===== src/rtl/sine_square_pwm_duty_sequencer_defines.svh =====
// ----------------------------------------------------------------------------
// sine square pwm duty sequencer assertion macros
// shared concurrent assertion wrappers, clocked on clk_i, quiet in reset
// ----------------------------------------------------------------------------
`ifndef SINE_SQUARE_PWM_DUTY_SEQUENCER_DEFINES_SVH
`define SINE_SQUARE_PWM_DUTY_SEQUENCER_DEFINES_SVH

// same-cycle implication
`define SSPWM_ASSERT_SAME(lbl, ante, cons, msg) \
  lbl: assert property (@(posedge clk_i) disable iff (!rst_ni) (ante) |-> (cons)) \
    else $error(msg);

// next-cycle implication
`define SSPWM_ASSERT_NEXT(lbl, ante, cons, msg) \
  lbl: assert property (@(posedge clk_i) disable iff (!rst_ni) (ante) |=> (cons)) \
    else $error(msg);

`endif


===== src/rtl/sspwm_pkg.sv =====
// ----------------------------------------------------------------------------
// sspwm_pkg
// shared constants, tables and types of the pwm duty sequencer
// ----------------------------------------------------------------------------
package sspwm_pkg;

  localparam int unsigned SINE_STEPS_DEF   = 64;
  localparam int unsigned SQUARE_STEPS_DEF = 16;
  localparam int unsigned TABLE_SIZE       = 64;
  localparam int unsigned TABLE_AW         = 6;
  localparam int unsigned PHASE_W          = 8;

  localparam logic [6:0] MIN_LOW_BYTE = 7'd64;

  localparam logic [7:0] SINE_ROM [TABLE_SIZE] = '{
    8'd128, 8'd140, 8'd152, 8'd165, 8'd176, 8'd188, 8'd198, 8'd208,
    8'd218, 8'd226, 8'd234, 8'd240, 8'd245, 8'd250, 8'd253, 8'd254,
    8'd255, 8'd254, 8'd253, 8'd250, 8'd245, 8'd240, 8'd234, 8'd226,
    8'd218, 8'd208, 8'd198, 8'd188, 8'd176, 8'd165, 8'd152, 8'd140,
    8'd128, 8'd115, 8'd103, 8'd90,  8'd79,  8'd67,  8'd57,  8'd47,
    8'd37,  8'd29,  8'd21,  8'd15,  8'd10,  8'd5,   8'd2,   8'd1,
    8'd0,   8'd1,   8'd2,   8'd5,   8'd10,  8'd15,  8'd21,  8'd29,
    8'd37,  8'd47,  8'd57,  8'd67,  8'd79,  8'd90,  8'd103, 8'd115
  };

  localparam logic [7:0] PERIOD_ROM [4] = '{8'd173, 8'd111, 8'd86, 8'd64};
  localparam logic [3:0] THRESH_ROM [4] = '{4'd3, 4'd7, 4'd11, 4'd15};

  typedef enum logic [1:0] {
    CFG_WAVE_MODE   = 2'd0,
    CFG_DUTY_SELECT = 2'd1,
    CFG_FREQ_SELECT = 2'd2
  } cfg_index_e;

  // what the first stage hands to the duty calculation
  typedef struct packed {
    logic                 wave_mode;
    logic [1:0]           duty_select;
    logic [PHASE_W-1:0]   phase;
    logic [7:0]           period;
    logic [7:0]           sine_shifted;
  } stage_t;

  typedef struct packed {
    logic [7:0]         compare_high;
    logic [6:0]         compare_low;
    logic [7:0]         period_value;
    logic               prescale_select;
    logic [PHASE_W-1:0] phase_out;
  } result_t;

endpackage


===== src/rtl/sspwm_duty_calc.sv =====
// ----------------------------------------------------------------------------
// sspwm_duty_calc
// compare value from the registered stage: sine scaling or square threshold
// ----------------------------------------------------------------------------
module sspwm_duty_calc
  import sspwm_pkg::*;
(
  input  stage_t  stage_i,
  output result_t result_o
);

  logic [8:0]  period_inc;
  logic [16:0] product;
  logic [15:0] prod16;
  logic [16:0] quot_sum;
  logic [7:0]  sine_val;
  logic        square_on;

  assign period_inc = {1'b0, stage_i.period} + 9'd1;
  assign product    = stage_i.sine_shifted * period_inc;
  // peak product is 255 * 174, fits 16 bits
  assign prod16     = product[15:0];
  // divide by 255: (x + (x >> 8) + 1) >> 8, exact for the products in range here
  assign quot_sum   = {1'b0, prod16} + {9'd0, prod16[15:8]} + 17'd1;
  assign sine_val   = quot_sum[15:8];

  assign square_on  = stage_i.phase < {4'd0, THRESH_ROM[stage_i.duty_select]};

  always_comb begin
    result_o.period_value    = stage_i.period;
    result_o.prescale_select = ~stage_i.wave_mode;
    result_o.phase_out       = stage_i.phase;
    if (stage_i.wave_mode) begin
      if (sine_val == 8'd0) begin
        result_o.compare_high = 8'd0;
        result_o.compare_low  = MIN_LOW_BYTE;
      end else begin
        result_o.compare_high = sine_val;
        result_o.compare_low  = 7'd0;
      end
    end else if (square_on) begin
      result_o.compare_high = stage_i.period;
      result_o.compare_low  = 7'd0;
    end else begin
      result_o.compare_high = 8'd0;
      result_o.compare_low  = MIN_LOW_BYTE;
    end
  end

endmodule


===== src/rtl/sine_square_pwm_duty_sequencer.sv =====
// ----------------------------------------------------------------------------
// sine_square_pwm_duty_sequencer
// next-period pwm compare value from a sine table or a square threshold
// ----------------------------------------------------------------------------
// Every input transaction is one pwm period-end tick; a tick of 1 advances
// the phase counter and yields one output transaction with the compare value
// (high and low byte), the period reload, the prescaler select and the new
// phase; a tick of 0 is consumed with no output and no state change. The
// block takes one transaction per clock while out_ready_i is high: a tick
// is registered into a first stage (phase update, table lookups) and then
// into the output register (scaling multiply, divide by 255), which drives
// out_valid_o; the result is taken when the output side is ready. These two
// pipeline registers hold a tick in flight; a full output register that is
// not taken stalls the first stage. Config writes are always accepted
// (cfg_ready_o is always high) and must only be issued while no transaction
// is in flight.
// ----------------------------------------------------------------------------
`include "sine_square_pwm_duty_sequencer_defines.svh"

module sine_square_pwm_duty_sequencer
  import sspwm_pkg::*;
#(
  parameter int unsigned SINE_STEPS   = SINE_STEPS_DEF,
  parameter int unsigned SQUARE_STEPS = SQUARE_STEPS_DEF
) (
  input  logic               clk_i,
  input  logic               rst_ni,
  // configuration write channel
  input  logic               cfg_valid_i,
  output logic               cfg_ready_o,
  input  logic [1:0]         cfg_index_i,
  input  logic [1:0]         cfg_data_i,
  // tick input channel
  input  logic               in_valid_i,
  output logic               in_ready_o,
  input  logic               period_tick_i,
  // result channel
  output logic               out_valid_o,
  input  logic               out_ready_i,
  output logic [7:0]         compare_high_o,
  output logic [6:0]         compare_low_o,
  output logic [7:0]         period_value_o,
  output logic               prescale_select_o,
  output logic [PHASE_W-1:0] phase_out_o
);

  // config registers
  logic       wave_mode_q;
  logic [1:0] duty_select_q;
  logic [1:0] freq_select_q;

  // phase state and pipeline
  logic [PHASE_W-1:0] phase_q, phase_d;
  logic               s1_valid_q;
  stage_t             s1_q, s1_d;
  logic               out_valid_q;
  result_t            out_q, calc_res;

  logic               in_accept;
  logic               tick_accept;
  logic               s1_adv;
  logic [PHASE_W:0]   phase_inc;
  logic [PHASE_W:0]   steps;
  logic [7:0]         sine_entry;
  logic [1:0]         shift_amt;

  // phase to sine table index, folded at elaboration
  logic [TABLE_AW-1:0] sine_idx_lut [2**PHASE_W];

  for (genvar g = 0; g < 2**PHASE_W; g++) begin : g_idx_lut
    assign sine_idx_lut[g] = TABLE_AW'((g * TABLE_SIZE) / SINE_STEPS);
  end

  // handshakes: stage 1 moves on when the output register is empty or being read
  assign cfg_ready_o = 1'b1;
  assign s1_adv      = ~out_valid_q | out_ready_i;
  assign in_ready_o  = ~s1_valid_q | s1_adv;
  assign in_accept   = in_valid_i & in_ready_o;
  assign tick_accept = in_accept & period_tick_i;

  // phase advance, wraps on reaching the step count of the active mode
  assign phase_inc = {1'b0, phase_q} + {{PHASE_W{1'b0}}, 1'b1};
  assign steps     = wave_mode_q ? (PHASE_W+1)'(SINE_STEPS) : (PHASE_W+1)'(SQUARE_STEPS);
  assign phase_d   = (phase_inc >= steps) ? '0 : phase_inc[PHASE_W-1:0];

  // sine amplitude: entry shifted right by (3 - duty select)
  assign sine_entry = SINE_ROM[sine_idx_lut[phase_d]];
  assign shift_amt  = 2'd3 - duty_select_q;

  always_comb begin
    s1_d.wave_mode    = wave_mode_q;
    s1_d.duty_select  = duty_select_q;
    s1_d.phase        = phase_d;
    s1_d.period       = PERIOD_ROM[freq_select_q];
    s1_d.sine_shifted = sine_entry >> shift_amt;
  end

  always_ff @(posedge clk_i or negedge rst_ni) begin
    if (!rst_ni) begin
      wave_mode_q   <= 1'b0;
      duty_select_q <= 2'd2;
      freq_select_q <= 2'd3;
    end else if (cfg_valid_i && cfg_ready_o) begin
      case (cfg_index_e'(cfg_index_i))
        CFG_WAVE_MODE:   wave_mode_q   <= cfg_data_i[0];
        CFG_DUTY_SELECT: duty_select_q <= cfg_data_i;
        CFG_FREQ_SELECT: freq_select_q <= cfg_data_i;
        default: ;  // index beyond the register list is dropped
      endcase
    end
  end

  always_ff @(posedge clk_i or negedge rst_ni) begin
    if (!rst_ni) begin
      phase_q     <= '0;
      s1_valid_q  <= 1'b0;
      out_valid_q <= 1'b0;
    end else begin
      if (tick_accept) begin
        phase_q <= phase_d;
      end
      if (in_ready_o) begin
        s1_valid_q <= tick_accept;
      end
      if (s1_adv) begin
        out_valid_q <= s1_valid_q;
      end
    end
  end

  // payload registers, no reset
  always_ff @(posedge clk_i) begin
    if (tick_accept) begin
      s1_q <= s1_d;
    end
    if (s1_adv && s1_valid_q) begin
      out_q <= calc_res;
    end
  end

  sspwm_duty_calc u_duty_calc (
    .stage_i  (s1_q),
    .result_o (calc_res)
  );

  assign out_valid_o       = out_valid_q;
  assign compare_high_o    = out_q.compare_high;
  assign compare_low_o     = out_q.compare_low;
  assign period_value_o    = out_q.period_value;
  assign prescale_select_o = out_q.prescale_select;
  assign phase_out_o       = out_q.phase_out;

  // checks
  `SSPWM_ASSERT_NEXT(a_zero_tick_keeps_phase, in_accept && !period_tick_i, $stable(phase_q), "phase moved on an empty tick")
  `SSPWM_ASSERT_NEXT(a_sine_phase_in_range, tick_accept && wave_mode_q, {1'b0, phase_q} < (PHASE_W+1)'(SINE_STEPS), "sine phase out of range")
  `SSPWM_ASSERT_SAME(a_low_byte_code, out_valid_o, compare_low_o == 7'd0 || compare_low_o == MIN_LOW_BYTE, "bad low byte")
  `SSPWM_ASSERT_SAME(a_min_duty_high_zero, out_valid_o && compare_low_o != 7'd0, compare_high_o == 8'd0, "minimal duty with nonzero high byte")
  `SSPWM_ASSERT_NEXT(a_stage_held_on_stall, s1_valid_q && !s1_adv, s1_valid_q, "stage 1 dropped while output stalled")

endmodule

===== config.mk =====
export PLATFORM = sky130hd
export DESIGN_NAME = sine_square_pwm_duty_sequencer
export DESIGN_NICKNAME = d
export VERILOG_FILES = /design/src/rtl/sspwm_pkg.sv /design/src/rtl/sspwm_duty_calc.sv /design/src/rtl/sine_square_pwm_duty_sequencer.sv
export VERILOG_INCLUDE_DIRS = /design/src /design/src/rtl
export SDC_FILE = /design/constraint.sdc
export NUM_CORES = 1
export LEC_CHECK = 0
export BUFFER_PORTS_ARGS = -buffer_cell sky130_fd_sc_hd__buf_2
export CAP_MARGIN = 10
export CORE_MARGIN = 3
export CORE_UTILIZATION = 30
export DETAILED_ROUTE_END_ITERATION = 7
export PLACE_DENSITY = 0.53
export SETUP_SLACK_MARGIN = 0.15
export SYNTH_ARGS = -nofsm -noshare
export SYNTH_HDL_FRONTEND = slang
export SYNTH_SLANG_ARGS = --single-unit
export TNS_END_PERCENT = 5

===== constraint.sdc =====
create_clock -name clk_i -period 13.4 [get_ports clk_i]
set_input_delay 0.67 -clock clk_i [delete_from_list [all_inputs] [get_ports clk_i]]
set_output_delay 0.67 -clock clk_i [all_outputs]
set_load 0.02 [all_outputs]

# Word-level counts from Yosys, hierarchy flattened
# Memory sizes are Yosys's and may differ from the RTL's.
# Index checks and enable logic that the tools add are counted.
[word_totals] latchBits=0 reg_bits=74 mem_bits_rw=0 mem_bits_ro=2048 mem_count=2
[classes] shift=1 reduce_logical=6 multipliers=1 div_mod_pow=0 add_sub_neg=5 magnitude_cmp=6 bitwise=11 mux=15 eq_ne=2
[memory_table] memory="(name not given)" depth=256 width=6 rd=1 rd_clocked_by_memory_dff=0 wr=0 line_no="sine_square_pwm_duty_sequencer.sv:87" source="assign sine_entry = SINE_ROM[sine_idx_lut[phase_d]];"
[memory_table] memory="(name not given)" depth=64 width=8 rd=1 rd_clocked_by_memory_dff=0 wr=0 line_no="sine_square_pwm_duty_sequencer.sv:87"
[ops] op="$mux 15" count=3
[ops] op="$mux 8" count=5
[ops] op="$add 8x1->9 const B" count=2
[ops] op="$add 16x1->16 const B" count=1
[ops] op="$add 16x8->16" count=1
[ops] op="$bmux 8 s2" count=1
[ops] op="$mul 8x9->16" count=1
[ops] op="$mux 6" count=2
[ops] op="$ge 9x7->1" count=1
[ops] op="$ge 9x9->1 const B" count=1
[ops] op="$not 8->9" count=1
[ops] op="$bmux 4 s2" count=1
[ops] op="$logic_not 8->1" count=1
[ops] op="$lt 8x4->1" count=1
[ops] op="$mux 4" count=2
[ops] op="$shr 8x2->8" count=1
[ops] op="$ge 7x7->1 const B" count=1
[ops] op="$mux 7" count=1
[ops] op="$not 6->7" count=1
[ops] op="$ge 3x3->1 const B" count=2
[ops] op="$not 2->3" count=2
[ops] op="$reduce_and 2->1" count=3
[ops] op="$not 1->1" count=3
[ops] op="$and 1x1->1" count=2
[ops] op="6 further kinds" count=7

# Depth between registers and ports, before layout
[logic_depth] word_depth=12 ltp_mapped=28 ltp_nobuf=26

# Cells and area by module
# A second synthesis with hierarchy kept.
[hier_totals] hier_cells=716 hier_area_um2=6935.4
[by_module_without_submodules] mod="sine_square_pwm_duty_sequencer" area_per_inst_um2=3768.6 seq_area_each_um2=2090.8 cells_per_inst=334 n_inst=1
[by_module_without_submodules] mod="sspwm_duty_calc" area_per_inst_um2=3166.8 seq_area_each_um2=0.0 cells_per_inst=382 n_inst=1

# Least setup slack after synthesis
# OpenSTA, ideal clock, no wires.
[synth_timing] path_type="reg2reg" from="reg s1_q[13] (netlist name)" to="reg out_q, in the netlist compare_high_o[3] (data pin)" setup_slack_ns=6.520 path_buffers=2 path_stages_with_launch=28 arrival_time_ns=6.615 path_cell_list="edfxtp_1 > clkbuf_1 > and3_1 > nand2_1 > xnor2_1 > nand2_1 > fa_1 > inv_1 > fa_1 > fa_1 > inv_1 > fa_1 > inv_1 > ha_1 > and3_4 > a221oi_4 > mux2_4 > a211oi_4 > ha_1 > a21oi_1 > nand4bb_1 > a41oi_1 > a21oi_1 > or2_1 > buf_2 > and4_1 > xnor2_1 > o21ai_1"
[synth_lines] element="start: declaration" line_no="sine_square_pwm_duty_sequencer.sv:55" source="stage_t s1_q, s1_d;"
[synth_lines] element="start signal: assignment" line_no="sine_square_pwm_duty_sequencer.sv:134" source="s1_q <= s1_d;"
[synth_lines] element="end signal: assignment" line_no="sine_square_pwm_duty_sequencer.sv:137" source="out_q <= calc_res;"
[synth_lines] element="end: declaration" line_no="sine_square_pwm_duty_sequencer.sv:57" source="result_t out_q, calc_res;"

==> qor.yml <==
timing:
  fin_crit_ns: 7.68
  rsz0062_at_grt: "false"
  worst_slew_pin_slew_ns: 1.08
  fmax_mhz: 130
  finalMaxSlewViolations: 0
  slew_headroom_pct: 28.1
  setup_viol: 0
  finalCritPeriodShare_pct: 57.3
  fin_setup_tns_ns: 0
  fin_skew_ns: 0.00809
  finalHoldViolCount: 0
clock_tree:
  cts-root-buf: "clkbuf_16"
  cts_setup_buffers: 0
  ctsLongestPathBuffers: 2
  cts_hold_buf: 0
  cts-resized-gates: 0
  clk_pin_slew_ns: 0.06
  clock_latency_ns: 0.34
  cts_made_buffers: 9
  tritoncts: "done"
  clock_sinks: 64
  cts.htree.levels: 3
synthesis:
  seq_area_frac_synth_pct: 28.9
  postSynthCellCount: 648
  synthAdderAreaFrac_pct: 23.6
  synth_compound_area_share_pct: 15.7
  synth_enable_flop_cells: 49
  synth_cell_types: 87
  synth_top_family_by_area: "adder cells"
  synth_seq_cells: 64
  async_reset_ff_share_pct: 23.4
  synth_simple_gate_area_share_pct: 17.1
  syn_area_per_cell_um2: 9.87
  synth_xor_area_share_pct: 4.48
  synthMuxAreaShare_pct: 3.05
  netlist_area_um2: 6390
  dominantRegCellSynth: "edfxtp_1"
  ys_warn_count: 0
detailed_routing:
  routed_wl_um: 15000
  num_vias: 4733
  ant_nets: 0
  wl_per_cell_um: 15.8
  drt_iter0_drc: 343
  post-route-drc-count: 0
  vias_per_cell: 4.99
  dr.pass1.iters: 5
layout:
  drive_gt1_share_pct: 13.8
  mostFrequentLayoutCells: "inv_1 (70), nand2_1 (57), ha_1 (55)"
  final_common_cell: "inv_1"
  n_fill_cell: 2143
  finalNetCount: 780
  syn2layout_area_growth_pct: 10.5
  antennaDiodeCount: 0
critical_path:
  reg2reg_slack_ns: 5.72
  cp.required_ns: 13.49
  critPathLaunch: "s1_q[13]"
  r2r_cells: 26
  timing.rr.start: "s1_q[13]"
  critPathLaunchType: "flip-flop"
  worstPathMaxFanout: 12
  crit_path_end_kind: "flip-flop"
  crit_arrival_ns: 7.77
  crit_type: "reg -> reg"
die:
  core_area_um2: 20600
  io_pins: 45
  num_rows: 52
  fp.dieW_um: 152
  die_height_um: 152
  start_util_pct: 31.1
  die_area_um2: 23100
grt:
  grt_overflow: 0
  first_global_vias: 4821
  grt_use_total_pct: 13.3
  antenna_found_initial: 0
  grt_max_degree: 28
  grt_pass1_wl_um: 25600
place:
  dpl.hpwl_um: 11600
  io_buffers: 37
  gp_congestion: 0.862
outcome:
  status: "completed"
flow_run:
  max-cap-violations: 0
hold_path:
  hold_class: "in -> async"
==> per-stage QoR <==
step	instances	hold WS (ns)	setup WS, ns	utilization (%)	instance area (um^2)
3_3_place_gp	933	0.429	6.01	33.0	6780
6_report	949	0.230	5.72	34.4	7060
5_1_grt	949	0.257	5.33	34.4	7060
4_1_cts	949	0.235	5.76	34.4	7060
2_1_floorplan	654	0.374	6.52	-	6420
3_5_place_dp	933	0.439	5.77	33.0	6780
==> cell families after synthesis <==
| logic type | count (synthesis) |
|---|---|
| multiplexers | 16 |
| AO/OA/AOI/OAI | 134 |
| flip-flops | 64 |
| buffers and inverters | 102 |
| AND/OR/NAND/NOR | 203 |
| other | 2 |
| adder cells (fa/ha/maj) | 96 |
| XOR/XNOR | 31 |
==> critical path, cell delays in order (launching register included) <==
cell and delay (ns):
edfxtp_1 0.56, ha_1 0.32, nand3_1 0.13, xor2_1 0.56, nand2b_1 0.21, fa_1 0.45, fa_1 0.49, inv_1 0.06
fa_1 0.53, inv_1 0.05, fa_1 0.53, inv_1 0.04, ha_1 0.34, a21o_1 0.25, a2111oi_2 0.38, o21bai_1 0.20
xnor2_1 0.28, ha_1 0.33, a21o_1 0.18, a21oi_1 0.22, nand4bb_1 0.14, a41oi_1 0.27, a21oi_1 0.11, o21a_4 0.25
a22oi_1 0.25, a21oi_1 0.07, a41o_1 0.26
==> Yosys cell counts, types with 4 or more instances <==
cell       instances  area share (%)
a211oi_1           5            0.59
a21o_1            10             1.2
a21oi_1           32             2.5
and2_1            40             3.9
and3_1             4            0.39
buf_2              6            0.47
buf_4             10             1.2
clkbuf_1          12            0.70
dfrtp_1           12             4.7
edfxtp_1          49              23
fa_1              41              13
ha_1              55              11
inv_1             70             4.1
mux2_2             4            0.70
mux2i_1            9             1.4
nand2_1           57             3.3
nand2b_1           7            0.68
nand3_1           24             1.9
nor2_1            20             1.2
nor2b_1           20             2.0
nor3_1             6            0.47
o2111ai_1          4            0.55
o211ai_1           7            0.82
o21ai_0           21             1.6
o21ai_1            5            0.39
o31ai_1            5            0.59
xnor2_1           16             2.2
xor2_1            13             1.8
==> layout make-up <==
| type | instances | area [um^2] | share of cell area [%] |
|---|---|---|---|
| clock buffers | 9 | 225 | 3.19 |
| multi-input cells | 488 | 4120 | 58.3 |
| flip-flops and latches | 64 | 1850 | 26.2 |
| well taps | 270 | 338 | 4.78 |
| inverters | 71 | 267 | 3.77 |
| clock inverters | 7 | 60.1 | 0.850 |
| repair buffers | 40 | 208 | 2.94 |
==> registers in the layout, summed over array words and instances, names as in the netlist <==
signal / flops
out_valid_o: 1
phase_out_o: 8
s1_valid_q: 1
s1_q: 25
period_value_o: 6
phase_q: 8
wave_mode_q: 1
freq_select_q: 2
prescale_select_o: 1
duty_select_q: 2
compare_low_o: 1
compare_high_o: 8
==> path summary, 6_finish.rpt <==
kind,endpoint
min in group clk_i,phase_out_o[6]
min reg2reg,phase_out_o[6]
min,phase_q[2]
max,compare_low_o[6]
max reg2reg,compare_low_o[6]
max in group asynchronous,duty_select_q[1]
==> per-layer routing <==
metal  GRT usage, %  vias to the layer above  part of all wire, %
met3           1.76                       20                  4.2
met2           21.6                      124                   47
met5              0                        -                    0
met1           18.6                     2285                   47
met4           4.15                        0                  1.8
li1               -                     2304                    -
Power is left out: the tool's default activity adds up to more than one toggle a clock period on the data nets, which glitch-free logic cannot reach.
